## src/design/length_framed_display_command_parser_unit_assert.svh

```systemverilog
// ----------------------------------------------------------------------------
// length_framed_display_command_parser_unit_assert
// Assertion macros used by the top module of the command parser.
// Each macro expects signals named clk and rst_n in the enclosing scope.
// ----------------------------------------------------------------------------
`ifndef LENGTH_FRAMED_DISPLAY_COMMAND_PARSER_UNIT_ASSERT_SVH
`define LENGTH_FRAMED_DISPLAY_COMMAND_PARSER_UNIT_ASSERT_SVH

// Same-cycle implication: when ante holds, cons must hold in that cycle.
`define LFDC_ASSERT_IMP(label, ante, cons, msg) \
    label: assert property (@(posedge clk) disable iff (!rst_n) (ante) |-> (cons)) \
        else $error(msg);

// Next-cycle implication: when ante holds, cons must hold in the following cycle.
`define LFDC_ASSERT_NXT(label, ante, cons, msg) \
    label: assert property (@(posedge clk) disable iff (!rst_n) (ante) |=> (cons)) \
        else $error(msg);

`endif

```

## src/design/lfdc_pkg.sv

```systemverilog
`timescale 1ns / 1ps
`default_nettype none
// ----------------------------------------------------------------------------
// lfdc_pkg
// Shared types, constants and the glyph lookup of the command parser.
// ----------------------------------------------------------------------------
package lfdc_pkg;

    localparam int MAX_FRAME_LEN_DEF = 1023;
    localparam int DIGIT_COUNT_DEF   = 4;

    // frame byte counter wraps at 1024
    localparam int CNT_W = 10;

    localparam int GLYPH_W     = 6;
    localparam int GLYPH_SLOTS = 4;
    localparam int OUT_DEPTH   = 3;
    localparam int OUT_PTR_W   = $clog2(OUT_DEPTH);
    localparam int OUT_CNT_W   = $clog2(OUT_DEPTH + 1);

    localparam logic [1:0] KIND_INIT    = 2'd0;
    localparam logic [1:0] KIND_DATA    = 2'd1;
    localparam logic [1:0] KIND_UNKNOWN = 2'd2;

    localparam logic [GLYPH_W-1:0] GLYPH_SPACE  = 6'd10;
    localparam logic [GLYPH_W-1:0] GLYPH_ABSENT = 6'd11;
    localparam logic [GLYPH_W-1:0] GLYPH_ALPHA  = 6'd12;

    localparam logic [7:0] LEVEL_MAX = 8'd255;

    localparam logic [7:0] CHAR_LF    = 8'h0A;
    localparam logic [7:0] CHAR_COLON = 8'h3A;

    localparam logic [3:0] INIT_LEN = 4'd10;
    localparam logic [3:0] DATA_LEN = 4'd4;
    localparam logic [3:0] KW_POS_MAX = 4'd15;

    localparam logic [7:0] KW_INIT [0:9] = '{"I", "n", "i", "t", "i", "a", "l", "i", "z", "e"};
    localparam logic [7:0] KW_DATA [0:3] = '{"D", "a", "t", "a"};

    typedef struct packed {
        logic [1:0]                            kind;
        logic [7:0]                            level;
        logic [GLYPH_SLOTS-1:0][GLYPH_W-1:0]   glyph;
    } lfdc_result_t;

    function automatic logic [GLYPH_W-1:0] glyph_of(input logic [7:0] b);
        logic [GLYPH_W-1:0] g;
        g = GLYPH_ABSENT;
        if (b >= "0" && b <= "9")
        begin
            g = GLYPH_W'(b - "0");
        end
        else if (b == " ")
        begin
            g = GLYPH_SPACE;
        end
        else if (b >= "A" && b <= "Z")
        begin
            g = GLYPH_W'(b - "A") + GLYPH_ALPHA;
        end
        return g;
    endfunction

endpackage
`default_nettype wire

```

## src/design/length_framed_display_command_parser_unit.sv

```systemverilog
`timescale 1ns / 1ps
`default_nettype none
// ----------------------------------------------------------------------------
// length_framed_display_command_parser_unit
// Parses a byte stream of decimal length lines, each followed by one
// "Command:Parameter" frame, into display command results.
// ----------------------------------------------------------------------------
// Usage
//   Input channel : in_valid / in_stall carry one rx_byte per request.
//   Output channel: out_valid / out_stall carry one result per finished
//                   frame (command_kind, init_level, four glyph indices).
//   A frame closes on a newline or when its byte count reaches the length
//   given on the preceding length line; that closing byte yields the result.
//   Path: a taken byte is held in the input register, the parser reads it
//   from there, and a result it closes is written to the result queue.
//   Throughput: one byte per cycle. The parse state is a few small
//   registers updated once per byte, so nothing limits the rate while the
//   receiver keeps up.
//   Stalling: finished results wait in a three-entry queue. in_stall rises
//   only when the queue plus the byte in flight could fill it, and is
//   driven from registers alone, so it never depends on out_stall in the
//   same cycle.
//   Reset (rst_n low, asynchronous): the parser expects a length line,
//   the queue is emptied and out_valid drops at once.
// ----------------------------------------------------------------------------
`include "length_framed_display_command_parser_unit_assert.svh"

module length_framed_display_command_parser_unit
    import lfdc_pkg::*;
#(
    parameter int MAX_FRAME_LEN = MAX_FRAME_LEN_DEF,
    parameter int DIGIT_COUNT   = DIGIT_COUNT_DEF
)
(
    input  wire logic                  clk,
    input  wire logic                  rst_n,
    input  wire logic                  in_valid,
    output logic                       in_stall,
    input  wire logic [7:0]            rx_byte,
    output logic                       out_valid,
    input  wire logic                  out_stall,
    output logic [1:0]                 command_kind,
    output logic [7:0]                 init_level,
    output logic [GLYPH_W-1:0]         glyph_first,
    output logic [GLYPH_W-1:0]         glyph_second,
    output logic [GLYPH_W-1:0]         glyph_third,
    output logic [GLYPH_W-1:0]         glyph_fourth
);

    // input register: one byte in flight towards the parser
    logic                      byte_valid_reg;
    logic [7:0]                byte_reg;
    logic                      accept;

    logic                      res_valid;
    lfdc_result_t              res;
    lfdc_result_t              head;
    logic [OUT_CNT_W-1:0]      q_count;
    logic [OUT_CNT_W:0]        occupancy;

    // queued results plus the byte that may still close a frame
    assign occupancy = (OUT_CNT_W + 1)'(q_count) + (OUT_CNT_W + 1)'(byte_valid_reg);
    assign in_stall  = (occupancy >= (OUT_CNT_W + 1)'(OUT_DEPTH));
    assign accept    = in_valid && !in_stall;

    always_ff @(posedge clk or negedge rst_n)
    begin
        if (!rst_n)
        begin
            byte_valid_reg <= 1'b0;
        end
        else
        begin
            byte_valid_reg <= accept;
        end
    end

    // hold the byte while nothing new is taken
    always_ff @(posedge clk)
    begin
        if (accept)
        begin
            byte_reg <= rx_byte;
        end
    end

    lfdc_parser #(
        .MAX_FRAME_LEN (MAX_FRAME_LEN),
        .DIGIT_COUNT   (DIGIT_COUNT)
    ) u_parser (
        .clk        (clk),
        .rst_n      (rst_n),
        .byte_valid (byte_valid_reg),
        .rx_byte    (byte_reg),
        .res_valid  (res_valid),
        .res        (res)
    );

    lfdc_out_fifo u_out_fifo (
        .clk       (clk),
        .rst_n     (rst_n),
        .push      (res_valid),
        .push_data (res),
        .out_valid (out_valid),
        .out_stall (out_stall),
        .out_data  (head),
        .count     (q_count)
    );

    assign command_kind = head.kind;
    assign init_level   = head.level;
    assign glyph_first  = head.glyph[0];
    assign glyph_second = head.glyph[1];
    assign glyph_third  = head.glyph[2];
    assign glyph_fourth = head.glyph[3];

    `LFDC_ASSERT_IMP(a_occ_bound, 1'b1, occupancy <= (OUT_CNT_W + 1)'(OUT_DEPTH), "result queue overrun")
    `LFDC_ASSERT_NXT(a_accept_loads, accept, byte_valid_reg, "accepted byte not loaded")
    `LFDC_ASSERT_IMP(a_kind_legal, out_valid, command_kind == KIND_INIT || command_kind == KIND_DATA || command_kind == KIND_UNKNOWN, "illegal command kind")
    `LFDC_ASSERT_IMP(a_data_level, out_valid && command_kind != KIND_INIT, init_level == 8'd0, "level set on non-initialize result")

endmodule
`default_nettype wire

```

## src/design/lfdc_parser.sv

```systemverilog
`timescale 1ns / 1ps
`default_nettype none
// ----------------------------------------------------------------------------
// lfdc_parser
// Per-byte parse state: length line, keyword match, parameter number and
// glyph capture. Raises one result request when a frame ends.
// ----------------------------------------------------------------------------
module lfdc_parser
    import lfdc_pkg::*;
#(
    parameter int MAX_FRAME_LEN = MAX_FRAME_LEN_DEF,
    parameter int DIGIT_COUNT   = DIGIT_COUNT_DEF
)
(
    input  wire logic          clk,
    input  wire logic          rst_n,
    input  wire logic          byte_valid,
    input  wire logic [7:0]    rx_byte,
    output logic               res_valid,
    output lfdc_result_t       res
);

    localparam int LEN_W = $clog2(MAX_FRAME_LEN + 1);
    localparam int ACC_W = LEN_W + 4;
    localparam int PP_W  = $clog2(DIGIT_COUNT + 1);
    localparam int CMP_W = (LEN_W > CNT_W) ? LEN_W : CNT_W;
    localparam logic [ACC_W-1:0] LEN_CAP = ACC_W'(MAX_FRAME_LEN);

    typedef enum logic [3:0] {
        PH_BEFORE = 4'b0001,
        PH_SIGN   = 4'b0010,
        PH_DIGITS = 4'b0100,
        PH_DONE   = 4'b1000
    } phase_t;

    logic                 body_reg,    body_next;
    logic [LEN_W-1:0]     len_acc_reg, len_acc_next;
    logic [LEN_W-1:0]     exp_len_reg, exp_len_next;
    logic [CNT_W-1:0]     fcnt_reg,    fcnt_next;
    logic                 rd_par_reg,  rd_par_next;
    logic [1:0]           kw_flags_reg, kw_flags_next;
    logic [3:0]           kw_pos_reg,  kw_pos_next;
    logic [PP_W-1:0]      par_pos_reg, par_pos_next;
    logic [7:0]           num_reg,     num_next;
    phase_t               phase_reg,   phase_next;
    logic [GLYPH_W-1:0]   glyph_reg  [DIGIT_COUNT];
    logic [GLYPH_W-1:0]   glyph_next [DIGIT_COUNT];

    // values after this byte is taken into the frame
    logic                 t_rd_par;
    logic [1:0]           t_flags;
    logic [3:0]           t_kpos;
    logic [PP_W-1:0]      t_ppos;
    logic [7:0]           t_num;
    phase_t               t_phase;
    logic [GLYPH_W-1:0]   t_glyph    [DIGIT_COUNT];
    logic [GLYPH_W-1:0]   take_glyph [DIGIT_COUNT];
    logic [GLYPH_SLOTS-1:0][GLYPH_W-1:0] slots;

    logic                 is_lf;
    logic                 is_space;
    logic                 is_sign;
    logic                 is_digit;
    logic [3:0]           digit;
    logic                 feed_dig;
    phase_t               phase_fed;
    logic [ACC_W-1:0]     len_prod;
    logic [LEN_W-1:0]     len_fed;
    logic [11:0]          num_prod;
    logic [7:0]           num_fed;
    logic                 init_hit;
    logic                 data_hit;
    logic [CNT_W-1:0]     fcnt_inc;
    logic                 ends;

    assign is_lf    = (rx_byte == CHAR_LF);
    assign is_space = (rx_byte == " ") || (rx_byte >= 8'd9 && rx_byte <= 8'd13);
    assign is_sign  = (rx_byte == "+") || (rx_byte == "-");
    assign is_digit = (rx_byte >= "0") && (rx_byte <= "9");
    assign digit    = rx_byte[3:0];
    assign feed_dig = (phase_reg != PH_DONE) && is_digit;

    // number syntax shared by the length line and the initialize parameter
    always_comb
    begin
        if (phase_reg == PH_BEFORE && is_space)
        begin
            phase_fed = phase_reg;
        end
        else if (phase_reg == PH_BEFORE && is_sign)
        begin
            phase_fed = PH_SIGN;
        end
        else if (feed_dig)
        begin
            phase_fed = PH_DIGITS;
        end
        else
        begin
            phase_fed = PH_DONE;
        end
    end

    assign len_prod = (ACC_W'(len_acc_reg) << 3) + (ACC_W'(len_acc_reg) << 1) + ACC_W'(digit);
    assign len_fed  = !feed_dig ? len_acc_reg :
                      (len_prod > LEN_CAP) ? LEN_CAP[LEN_W-1:0] : len_prod[LEN_W-1:0];

    assign num_prod = (12'(num_reg) << 3) + (12'(num_reg) << 1) + 12'(digit);
    assign num_fed  = !feed_dig ? num_reg :
                      (num_prod > 12'(LEVEL_MAX)) ? LEVEL_MAX : num_prod[7:0];

    assign init_hit = (kw_pos_reg < INIT_LEN) && (KW_INIT[kw_pos_reg] == rx_byte);
    assign data_hit = (kw_pos_reg < DATA_LEN) && (KW_DATA[kw_pos_reg[1:0]] == rx_byte);

    assign fcnt_inc = fcnt_reg + CNT_W'(1);
    assign ends     = is_lf || (CMP_W'(fcnt_inc) == CMP_W'(exp_len_reg));

    generate
        for (genvar j = 0; j < DIGIT_COUNT; j++)
        begin : g_take
            assign take_glyph[j] = (par_pos_reg == PP_W'(j)) ? glyph_of(rx_byte) : glyph_reg[j];
        end
        for (genvar j = 0; j < GLYPH_SLOTS; j++)
        begin : g_slot
            if (j < DIGIT_COUNT)
            begin : g_live
                assign slots[j] = t_glyph[j];
            end
            else
            begin : g_pad
                assign slots[j] = GLYPH_ABSENT;
            end
        end
    endgenerate

    // take one frame byte (newline excluded)
    always_comb
    begin
        t_rd_par = rd_par_reg;
        t_flags  = kw_flags_reg;
        t_kpos   = kw_pos_reg;
        t_ppos   = par_pos_reg;
        t_num    = num_reg;
        t_phase  = phase_reg;
        t_glyph  = glyph_reg;
        if (!is_lf)
        begin
            if (!rd_par_reg)
            begin
                if (rx_byte == CHAR_COLON)
                begin
                    t_rd_par = 1'b1;
                end
                else
                begin
                    t_flags = {kw_flags_reg[1] & data_hit, kw_flags_reg[0] & init_hit};
                    t_kpos  = (kw_pos_reg == KW_POS_MAX) ? KW_POS_MAX : kw_pos_reg + 4'd1;
                end
            end
            else
            begin
                t_num   = num_fed;
                t_phase = phase_fed;
                if (par_pos_reg < PP_W'(DIGIT_COUNT))
                begin
                    t_glyph = take_glyph;
                    t_ppos  = par_pos_reg + PP_W'(1);
                end
            end
        end
    end

    // result of a frame that ends on this byte
    always_comb
    begin
        res = '0;
        if (t_flags[0] && t_kpos == INIT_LEN)
        begin
            res.kind  = KIND_INIT;
            res.level = t_num;
        end
        else if (t_flags[1] && t_kpos == DATA_LEN)
        begin
            res.kind  = KIND_DATA;
            res.glyph = slots;
        end
        else
        begin
            res.kind = KIND_UNKNOWN;
        end
    end

    always_comb
    begin
        body_next     = body_reg;
        len_acc_next  = len_acc_reg;
        exp_len_next  = exp_len_reg;
        fcnt_next     = fcnt_reg;
        rd_par_next   = rd_par_reg;
        kw_flags_next = kw_flags_reg;
        kw_pos_next   = kw_pos_reg;
        par_pos_next  = par_pos_reg;
        num_next      = num_reg;
        phase_next    = phase_reg;
        glyph_next    = glyph_reg;
        res_valid     = 1'b0;
        if (byte_valid)
        begin
            if (!body_reg)
            begin
                if (is_lf)
                begin
                    // length line done: open the frame with a clean parse
                    body_next     = 1'b1;
                    exp_len_next  = len_acc_reg;
                    len_acc_next  = '0;
                    fcnt_next     = '0;
                    rd_par_next   = 1'b0;
                    kw_flags_next = 2'b11;
                    kw_pos_next   = '0;
                    par_pos_next  = '0;
                    num_next      = '0;
                    phase_next    = PH_BEFORE;
                    for (int i = 0; i < DIGIT_COUNT; i++)
                    begin
                        glyph_next[i] = GLYPH_ABSENT;
                    end
                end
                else
                begin
                    len_acc_next = len_fed;
                    phase_next   = phase_fed;
                end
            end
            else if (ends)
            begin
                res_valid     = 1'b1;
                body_next     = 1'b0;
                len_acc_next  = '0;
                fcnt_next     = '0;
                rd_par_next   = 1'b0;
                kw_flags_next = 2'b11;
                kw_pos_next   = '0;
                par_pos_next  = '0;
                num_next      = '0;
                phase_next    = PH_BEFORE;
                for (int i = 0; i < DIGIT_COUNT; i++)
                begin
                    glyph_next[i] = GLYPH_ABSENT;
                end
            end
            else
            begin
                fcnt_next     = fcnt_inc;
                rd_par_next   = t_rd_par;
                kw_flags_next = t_flags;
                kw_pos_next   = t_kpos;
                par_pos_next  = t_ppos;
                num_next      = t_num;
                phase_next    = t_phase;
                glyph_next    = t_glyph;
            end
        end
    end

    always_ff @(posedge clk or negedge rst_n)
    begin
        if (!rst_n)
        begin
            body_reg     <= 1'b0;
            len_acc_reg  <= '0;
            exp_len_reg  <= '0;
            fcnt_reg     <= '0;
            rd_par_reg   <= 1'b0;
            kw_flags_reg <= 2'b11;
            kw_pos_reg   <= '0;
            par_pos_reg  <= '0;
            num_reg      <= '0;
            phase_reg    <= PH_BEFORE;
            for (int i = 0; i < DIGIT_COUNT; i++)
            begin
                glyph_reg[i] <= GLYPH_ABSENT;
            end
        end
        else
        begin
            body_reg     <= body_next;
            len_acc_reg  <= len_acc_next;
            exp_len_reg  <= exp_len_next;
            fcnt_reg     <= fcnt_next;
            rd_par_reg   <= rd_par_next;
            kw_flags_reg <= kw_flags_next;
            kw_pos_reg   <= kw_pos_next;
            par_pos_reg  <= par_pos_next;
            num_reg      <= num_next;
            phase_reg    <= phase_next;
            glyph_reg    <= glyph_next;
        end
    end

endmodule
`default_nettype wire

```

## src/design/lfdc_out_fifo.sv

```systemverilog
`timescale 1ns / 1ps
`default_nettype none
// ----------------------------------------------------------------------------
// lfdc_out_fifo
// Small result queue that holds finished requests while the receiver stalls.
// ----------------------------------------------------------------------------
module lfdc_out_fifo
    import lfdc_pkg::*;
(
    input  wire logic                  clk,
    input  wire logic                  rst_n,
    input  wire logic                  push,
    input  wire lfdc_result_t          push_data,
    output logic                       out_valid,
    input  wire logic                  out_stall,
    output lfdc_result_t               out_data,
    output logic [OUT_CNT_W-1:0]       count
);

    lfdc_result_t              entry_reg [OUT_DEPTH];
    logic [OUT_PTR_W-1:0]      wr_ptr_reg, wr_ptr_next;
    logic [OUT_PTR_W-1:0]      rd_ptr_reg, rd_ptr_next;
    logic [OUT_CNT_W-1:0]      cnt_reg,    cnt_next;
    logic                      pop;

    assign out_valid = (cnt_reg != '0);
    assign out_data  = entry_reg[rd_ptr_reg];
    assign count     = cnt_reg;
    assign pop       = out_valid && !out_stall;

    always_comb
    begin
        wr_ptr_next = wr_ptr_reg;
        rd_ptr_next = rd_ptr_reg;
        if (push)
        begin
            wr_ptr_next = (wr_ptr_reg == OUT_PTR_W'(OUT_DEPTH - 1)) ? '0
                        : wr_ptr_reg + OUT_PTR_W'(1);
        end
        if (pop)
        begin
            rd_ptr_next = (rd_ptr_reg == OUT_PTR_W'(OUT_DEPTH - 1)) ? '0
                        : rd_ptr_reg + OUT_PTR_W'(1);
        end
        cnt_next = cnt_reg + OUT_CNT_W'(push) - OUT_CNT_W'(pop);
    end

    always_ff @(posedge clk or negedge rst_n)
    begin
        if (!rst_n)
        begin
            wr_ptr_reg <= '0;
            rd_ptr_reg <= '0;
            cnt_reg    <= '0;
        end
        else
        begin
            wr_ptr_reg <= wr_ptr_next;
            rd_ptr_reg <= rd_ptr_next;
            cnt_reg    <= cnt_next;
        end
    end

    always_ff @(posedge clk)
    begin
        if (push)
        begin
            entry_reg[wr_ptr_reg] <= push_data;
        end
    end

endmodule
`default_nettype wire

```

## config.mk

```make
export PLATFORM = sky130hd
export DESIGN_NAME = length_framed_display_command_parser_unit
export DESIGN_NICKNAME = d
export VERILOG_FILES = /design/src/design/lfdc_pkg.sv /design/src/design/length_framed_display_command_parser_unit.sv /design/src/design/lfdc_parser.sv /design/src/design/lfdc_out_fifo.sv
export VERILOG_INCLUDE_DIRS = /design/src /design/src/design
export SDC_FILE = /design/constraint.sdc
export NUM_CORES = 1
export LEC_CHECK = 0
export BUFFER_PORTS_ARGS = -buffer_cell sky130_fd_sc_hd__buf_2
export CAP_MARGIN = 40
export CORE_AREA = 3 3 142 144
export CTS_CLUSTER_DIAMETER = 80
export DETAILED_ROUTE_END_ITERATION = 10
export DIE_AREA = 0 0 145 147
export GPL_TIMING_DRIVEN = 0
export PLACE_DENSITY_LB_ADDON = 0.12
export SLEW_MARGIN = 20
export SYNTH_ARGS = -nofsm -noshare
export SYNTH_HDL_FRONTEND = slang
export SYNTH_SLANG_ARGS = --single-unit
```

## constraint.sdc

```tcl
create_clock -name clk -period 6.36 [get_ports clk]
set_input_delay 0.636 -clock clk [delete_from_list [all_inputs] [get_ports clk]]
set_output_delay 0.636 -clock clk [all_outputs]
set_load 0.005 [all_outputs]
```

==> flow_metrics.env, run 1 <==
export IMPL_drv_slew=0
export IMPL_nets=1116
export IMPL_r2r_setup_slack_ns=2.05
export IMPL_syn_num_nets=1030
export IMPL_avgSynthCellArea_um2=10.9
export IMPL_yosysUniqueCellTypes=72
export IMPL_finClkSkew_ns=0.0130
export IMPL_setup_viol=0
export IMPL_combPwrFrac_pct=32.0
export IMPL_worst_hold_slack_ns=0.159
export IMPL_tightest_slew_ns=0.900
export IMPL_first_pass_iters=5
export IMPL_cts_hold_buffers=0
export IMPL_fin_crit_ns=4.31
export IMPL_fin_crit_sh_pct=67.7
export IMPL_post_cts_resized=0
export IMPL_yosysWarnings=0
export IMPL_p_int_mw=2.50
export IMPL_routedWlPerCell_um=18.1
export IMPL_fill_cells=1565
export IMPL_leakage_nw=4.68
export IMPL_antenna_found_initial=0
export IMPL_fin_ws_ns=2.05
export IMPL_fp_dieW_um=145
export IMPL_wl_mm=23.7
export IMPL_rsz0062_at_grt="no"
export IMPL_rr_worst_depth=12
export IMPL_critPathArrivalTime_ns=4.54
export IMPL_worstSkewPairLatency_ns=0.45
export IMPL_row_count=50
export IMPL_outcome="finished clean"
export IMPL_largest_reg_flops=102
export IMPL_cts_sinks=194
export IMPL_r2r_end="u_out_fifo.entry_reg[2][21]"
export IMPL_ant_nets=0
export IMPL_regArea_um2=5420
export IMPL_dpl_cell_count=1277
export IMPL_synth_seq_cells=194
export IMPL_cts_tree="yes"
export IMPL_crit_required_ns=6.59
export IMPL_yosysTopAreaCellShare_pct=31.8
export IMPL_power_density_nw_per_um2=332
export IMPL_grt_pass1_vias=7372
export IMPL_avgViaCountPerCell=5.79
export IMPL_dpl_worst_slack_ns=2.14
export IMPL_gp_congestion=0.862
export IMPL_synth_largest_area_cell="edfxtp_1"
export IMPL_die_area_um2=21300
export IMPL_timing_hold_violations_final=0
export IMPL_grt_max_degree=48
export IMPL_postLayoutCoreUtil_pct=62.2
export IMPL_grt_pass1_wl_mm=39.0
export IMPL_ys_seq_area_share_pct=52.3
export IMPL_root_buffer="clkbuf_16"
export IMPL_cts_setup_buffers=0
export IMPL_drive_gt1_share_pct=14.4
export IMPL_cap_violations=0
export IMPL_synthToLayoutAreaGrowth_pct=13.0
export IMPL_multi_input_area_um2=4610
export IMPL_sw_frac_of_total_pct=35.7
export IMPL_grt_ovfl_total=0
export IMPL_synth_main_ff_cell="edfxtp_1"
export IMPL_vias=7598
export IMPL_fmax_ghz=0.232
export IMPL_cts_htree_levels=4
export IMPL_async_flop_share_pct=43.3
export IMPL_path_max_fanout=10
export IMPL_numCtsBuffers=17
export IMPL_ioPinCount=48
export IMPL_reg2reg_from="byte_reg[0]"
export IMPL_final_common_cell="nand2_1"
export IMPL_core_um2=18800
export IMPL_critPathKind="register to register"
export IMPL_worst_setup_path_start_kind="register"
export IMPL_hp_class="input port to asynchronous set/reset pin"
export IMPL_clk_pin_slew_ns=0.08
export IMPL_ir_worst_vdd_v=0.000221
export IMPL_drt_initial_drc_count=488
export IMPL_p_switching_mw=1.39
export IMPL_drc=0
export IMPL_netlist_area_um2=10400
export IMPL_die_y_um=147
export IMPL_final_cell_mix="113 x nand2_1, 110 x edfxtp_1, 83 x o21ai_0"
export IMPL_cts_buffer_depth=2
export IMPL_end_kind="register"
export IMPL_netlist_instances=953
export IMPL_tns_ns=0
export IMPL_max_slew_margin_pct=40.0
export IMPL_n_antenna_cell=0
export IMPL_seqPwrFrac_pct=40.1
export IMPL_clockPowerShare_pct=27.8
export IMPL_gr_usage_all_layers_pct=22.8
export IMPL_dp_hpwl_mm=17.3
export IMPL_synth_edff_count=110
export IMPL_port_buffer_count=47
export IMPL_synth_area_leaders="edfxtp_1 32%, dfrtp_1 17%, ha_1 7.4%, nand2_1 4.1%, o21ai_0 4.0%"
export IMPL_fin_cells=1312
export IMPL_start_util_pct=55.1
[power by group through the flow]
stage	Clock, mW	Sequential (mW)	Combinational [mW]
detailed placement	0	1.59	1.25
CTS	1.09	1.56	1.25
floorplan	0	1.54	0.852
global placement	0	1.59	1.22
finish	1.08	1.56	1.25
global route	1.14	1.58	1.42
[worst max path at each step]
stage	endpoint	depth (start not counted)	slack [ns]	from
CTS	u_out_fifo.entry_reg[2][21]	12	2.09	byte_reg[0]
detailed placement	u_out_fifo.entry_reg[2][21]	12	2.14	byte_reg[0]
global route	u_out_fifo.entry_reg[2][17]	12	1.76	u_parser.fcnt_reg[0]
finish	u_out_fifo.entry_reg[2][21]	12	2.05	byte_reg[0]
floorplan	u_out_fifo.entry_reg[1][0]	7	0.36	u_parser.fcnt_reg[0]
global placement	u_out_fifo.entry_reg[1][16]	7	-2.85	u_parser.fcnt_reg[0]
[worst max-delay path, cell delays in order (launching register included)]
cell and delay (ns):
edfxtp_1 0.38, clkbuf_1 0.48, inv_1 0.26, ha_1 0.26, and3b_1 0.17, and3_1 0.17
buf_6 0.14, nor3_1 0.51, mux2i_1 0.35, and3_1 0.19, nand4_1 0.40, clkbuf_1 0.42
a21oi_1 0.36
[cell families after synthesis]
group	share of synthesized area (%)
flip-flops	52.3
AND/OR/NAND/NOR	12.6
buffers and inverters	3.40
AO/OA/AOI/OAI	15.7
adder cells (fa/ha/maj)	8.13
multiplexers	5.37
XOR/XNOR	2.50
[synthesized netlist by cell type (4+ instances only)]
cell       count
nand2_1      113
edfxtp_1     110
o21ai_0       83
dfrtp_1       69
ha_1          61
nor2_1        55
a21oi_1       54
inv_1         48
mux2i_1       41
clkbuf_1      28
xnor2_1       19
dfstp_2       15
nand3_1       14
mux2_2        13
o221ai_1      13
and3_1        12
a211oi_1      11
and2_1        10
nand2b_1      10
o2bb2ai_1      9
a22o_1         8
nor3_1         8
o22ai_1        8
xor2_1         8
nand4_1        7
nor2b_1        7
a21o_1         6
a2bb2oi_1      6
a31oi_1        6
buf_2          6
a22oi_1        5
buf_1          5
o211ai_1       5
o22a_1         5
or2_2          5
fa_1           4
nor3_2         4
o32a_1         4
[cell type report]
type | instances | area share, %
multi-input cells | 669 | 39.4
inverters | 50 | 1.60
repair buffers | 67 | 3.41
clock inverters | 15 | 1.53
clock buffers | 17 | 3.63
well taps | 260 | 2.78
plain buffers | 40 | 1.41
flip-flops and latches | 194 | 46.3
[metrics by stage]
step	power (mW)	area, um^2
6_report	3.89	11700
5_1_grt	4.15	11700
4_1_cts	3.91	11700
3_5_place_dp	2.84	11100
3_3_place_gp	2.80	10900
2_1_floorplan	2.39	10400
[routing by layer]
| metal | vias up | GRT usage [%] | routed length, um |
|---|---|---|---|
| met3 | 39 | 3.30 | 995 |
| li1 | 3686 | - | - |
| met4 | 0 | 8.17 | 607 |
| met2 | 194 | 37.0 | 11300 |
| met5 | - | 0 | 0 |
| met1 | 3679 | 31.7 | 10900 |
Note: power is estimated with default switching activity, not from simulation.
==> run 2, diff against run 1 <==
Settings changed: ABC_AREA from default to 1, CORE_AREA 3 3 142 144 to 3 3 143 145, DIE_AREA 0 0 145 147 to 0 0 146 148.
Clock period 6.36 ns to 3.7 ns, I/O delays scaled along.
==> flow_metrics.env, run 2 <==
export IMPL_synth_seq_cells=194
export IMPL_fin_area_um2=11800
export IMPL_regArea_um2=5420
export IMPL_setup_viol=0
export IMPL_ant_nets=0
export IMPL_seqPwrFrac_pct=39.9
export IMPL_crit_family="adder cells"
export IMPL_wl_mm=22.3
export IMPL_fin_crit_ns=3.30
export IMPL_sw_frac_of_total_pct=36.9
export IMPL_combPwrFrac_pct=33.3
export IMPL_power_density_nw_per_um2=576
export IMPL_cpPeakStageDelay_ns=0.60
export IMPL_first_pass_iters=5
export IMPL_dpl_worst_slack_ns=0.391
export IMPL_grt_pass1_wl_mm=37.8
export IMPL_leakage_nw=5.27
export IMPL_fp_dieW_um=146
export IMPL_outcome="finished clean"
export IMPL_clockPowerShare_pct=26.8
export IMPL_fmax_ghz=0.303
export IMPL_nets=1278
export IMPL_port_buffer_count=47
export IMPL_critPathArrivalTime_ns=3.46
export IMPL_crit_buf_inv=1
export IMPL_async_flop_share_pct=43.3
export IMPL_post_cts_resized=0
export IMPL_worst_hold_slack_ns=0.108
export IMPL_cts_sinks=194
export IMPL_finClkSkew_ns=0.0117
export IMPL_synth_main_ff_cell="edfxtp_1"
export IMPL_vias=7803
export IMPL_drv_slew=0
export IMPL_yosysMostFrequentCell="nand2_1"
export IMPL_die_area_um2=21600
export IMPL_tightest_slew_ns=0.840
export IMPL_die_y_um=148
export IMPL_dpl_cell_count=1446
export IMPL_ys_seq_area_share_pct=51.5
export IMPL_clk_pin_slew_ns=0.08
export IMPL_worstSkewPairLatency_ns=0.43
export IMPL_yosysWarnings=0
export IMPL_cpMostUsedCell="nand2_1"
export IMPL_final_common_cell="nand2_1"
export IMPL_cts_htree_levels=4
export IMPL_drc=0
export IMPL_multi_input_area_um2=4470
export IMPL_r2r_setup_slack_ns=0.40
export IMPL_cts_buffer_depth=2
export IMPL_grt_pass1_vias=7499
export IMPL_synth_area_leaders="edfxtp_1 31%, dfrtp_1 16%, nand2_1 9.0%, ha_1 7.2%, inv_1 4.4%"
export IMPL_end_kind="register"
export IMPL_grt_max_degree=55
export IMPL_avgSynthCellArea_um2=9.33
export IMPL_netlist_area_um2=10500
export IMPL_root_buffer="clkbuf_16"
export IMPL_grt_ovfl_total=0
export IMPL_crit_slowest_cell="fa_1"
export IMPL_drive_gt1_share_pct=13.5
export IMPL_start_util_pct=54.5
export IMPL_gp_congestion=0.862
export IMPL_row_count=51
export IMPL_drt_initial_drc_count=548
export IMPL_routedWlPerCell_um=15.1
export IMPL_fin_cells=1479
export IMPL_syn_num_nets=1206
export IMPL_core_um2=19300
export IMPL_dp_hpwl_mm=16.1
export IMPL_hp_class="input port to register"
export IMPL_final_cell_mix="252 x nand2_1, 123 x inv_1, 110 x edfxtp_1"
export IMPL_synth_edff_count=110
export IMPL_worst_setup_path_start_kind="register"
export IMPL_ir_worst_vdd_v=0.000351
export IMPL_fin_crit_sh_pct=89.2
export IMPL_synth_largest_area_cell="edfxtp_1"
export IMPL_synthToLayoutAreaGrowth_pct=12.5
export IMPL_ioPinCount=48
export IMPL_rsz0062_at_grt="no"
export IMPL_yosysTopAreaCellShare_pct=31.4
export IMPL_placed_cell_area_um2=11200
export IMPL_synthTopCellsByCount="252 x nand2_1, 123 x inv_1, 110 x edfxtp_1"
export IMPL_fin_ws_ns=0.400
export IMPL_cp_cell_sequence="fa_1, inv_1, fa_1, o21ai_0, nand3_1, nand2_1, nand2_1, nand2_1, nand3_1, nor2_1, nand3b_1, nand2_1, nor2_1"
export IMPL_avgViaCountPerCell=5.28
export IMPL_max_slew_margin_pct=43.4
export IMPL_netlist_instances=1129
export IMPL_gr_usage_all_layers_pct=21.5
export IMPL_yosysUniqueCellTypes=53
export IMPL_numCtsBuffers=17
export IMPL_cts_tree="yes"
export IMPL_timing_hold_violations_final=0
export IMPL_fill_cells=1694
export IMPL_path_max_fanout=4
export IMPL_cap_violations=0
export IMPL_p_int_mw=4.30
export IMPL_n_antenna_cell=0
export IMPL_critPathKind="register to register"
export IMPL_largest_reg_flops=102
export IMPL_antenna_found_initial=0
export IMPL_p_switching_mw=2.52
export IMPL_crit_required_ns=3.86
[run 2: changes by cell type after synthesis, sizes merged, moves of 13 or more]
cell,change
a21oi,-26
inv,+79
o211ai,+32
nand2,+143
nor2,+57
nand3,+75
o221ai,-13
xnor2,-15
xor2,+13
mux2i,-37
[run 2: per-stage QoR]
stage,TNS (ns),power [mW],util (%)
after floorplan,0,4.25,-
after global placement,-112.88,5.00,57.4
after detailed placement,0,5.05,58.0
after CTS,0,6.88,61.3
after global routing,0,7.31,61.3
final,0,6.82,61.3
[run 2: final cells by class]
type / count / share of cell area, %
sequential: 194 / 45.8
multi-input combinational: 771 / 37.8
inverter: 132 / 4.20
clock buffer: 17 / 3.59
timing repair buffer: 53 / 2.94
tap: 265 / 2.80
clock inverter: 15 / 1.58
buffer: 32 / 1.33
[run 2: timing repair]
action,CTS,global route
hold endpoints to repair,29,0
hold buffers,1,0
setup buffers,0,0
[run 2: final timing paths]
| path | from | to | cells after the start |
|---|---|---|---|
| max | byte_reg[3] | u_out_fifo.entry_reg[0][30] | 13 |
| min | rx_byte[4] | byte_reg[4] | 1 |
| max reg2reg | byte_reg[3] | u_out_fifo.entry_reg[0][30] | 13 |
| min reg2reg | u_parser.phase_reg[0] | u_parser.phase_reg[0] | 2 |
| max in group asynchronous | rst_n | u_parser.glyph_reg[3] | 3 |
| min in group asynchronous | rst_n | u_parser.fcnt_reg[5] | 2 |
[run 2: layer usage]
layer	track usage (%)	vias up	part of all wire (%)
met5	0	-	0
met4	5.83	0	1.5
met3	3.28	25	2.8
met2	35.8	140	48
met1	29.8	3688	48
li1	-	3950	-
[run 2: power by group through the flow]
stage          clock [mW]  combinational (mW)  sequential (mW)
2_1_floorplan           0                1.55             2.71
3_3_place_gp            0                2.24             2.76
3_5_place_dp            0                2.28             2.77
4_1_cts              1.86                2.30             2.72
5_1_grt              1.95                2.60             2.76
6_report             1.83                2.27             2.72
[run 2: cells by family (layout without fill, tap and decap cells)]
| logic type | count (synthesis) | count (layout) | synth area share [%] |
|---|---|---|---|
| adder cells (fa/ha/maj) | 65 | 65 | 8.01 |
| AO/OA/AOI/OAI | 172 | 172 | 9.61 |
| buffers and inverters | 164 | 249 | 6.23 |
| XOR/XNOR | 26 | 26 | 2.36 |
| multiplexers | 10 | 10 | 1.02 |
| flip-flops | 194 | 194 | 51.5 |
| AND/OR/NAND/NOR | 498 | 498 | 21.3 |
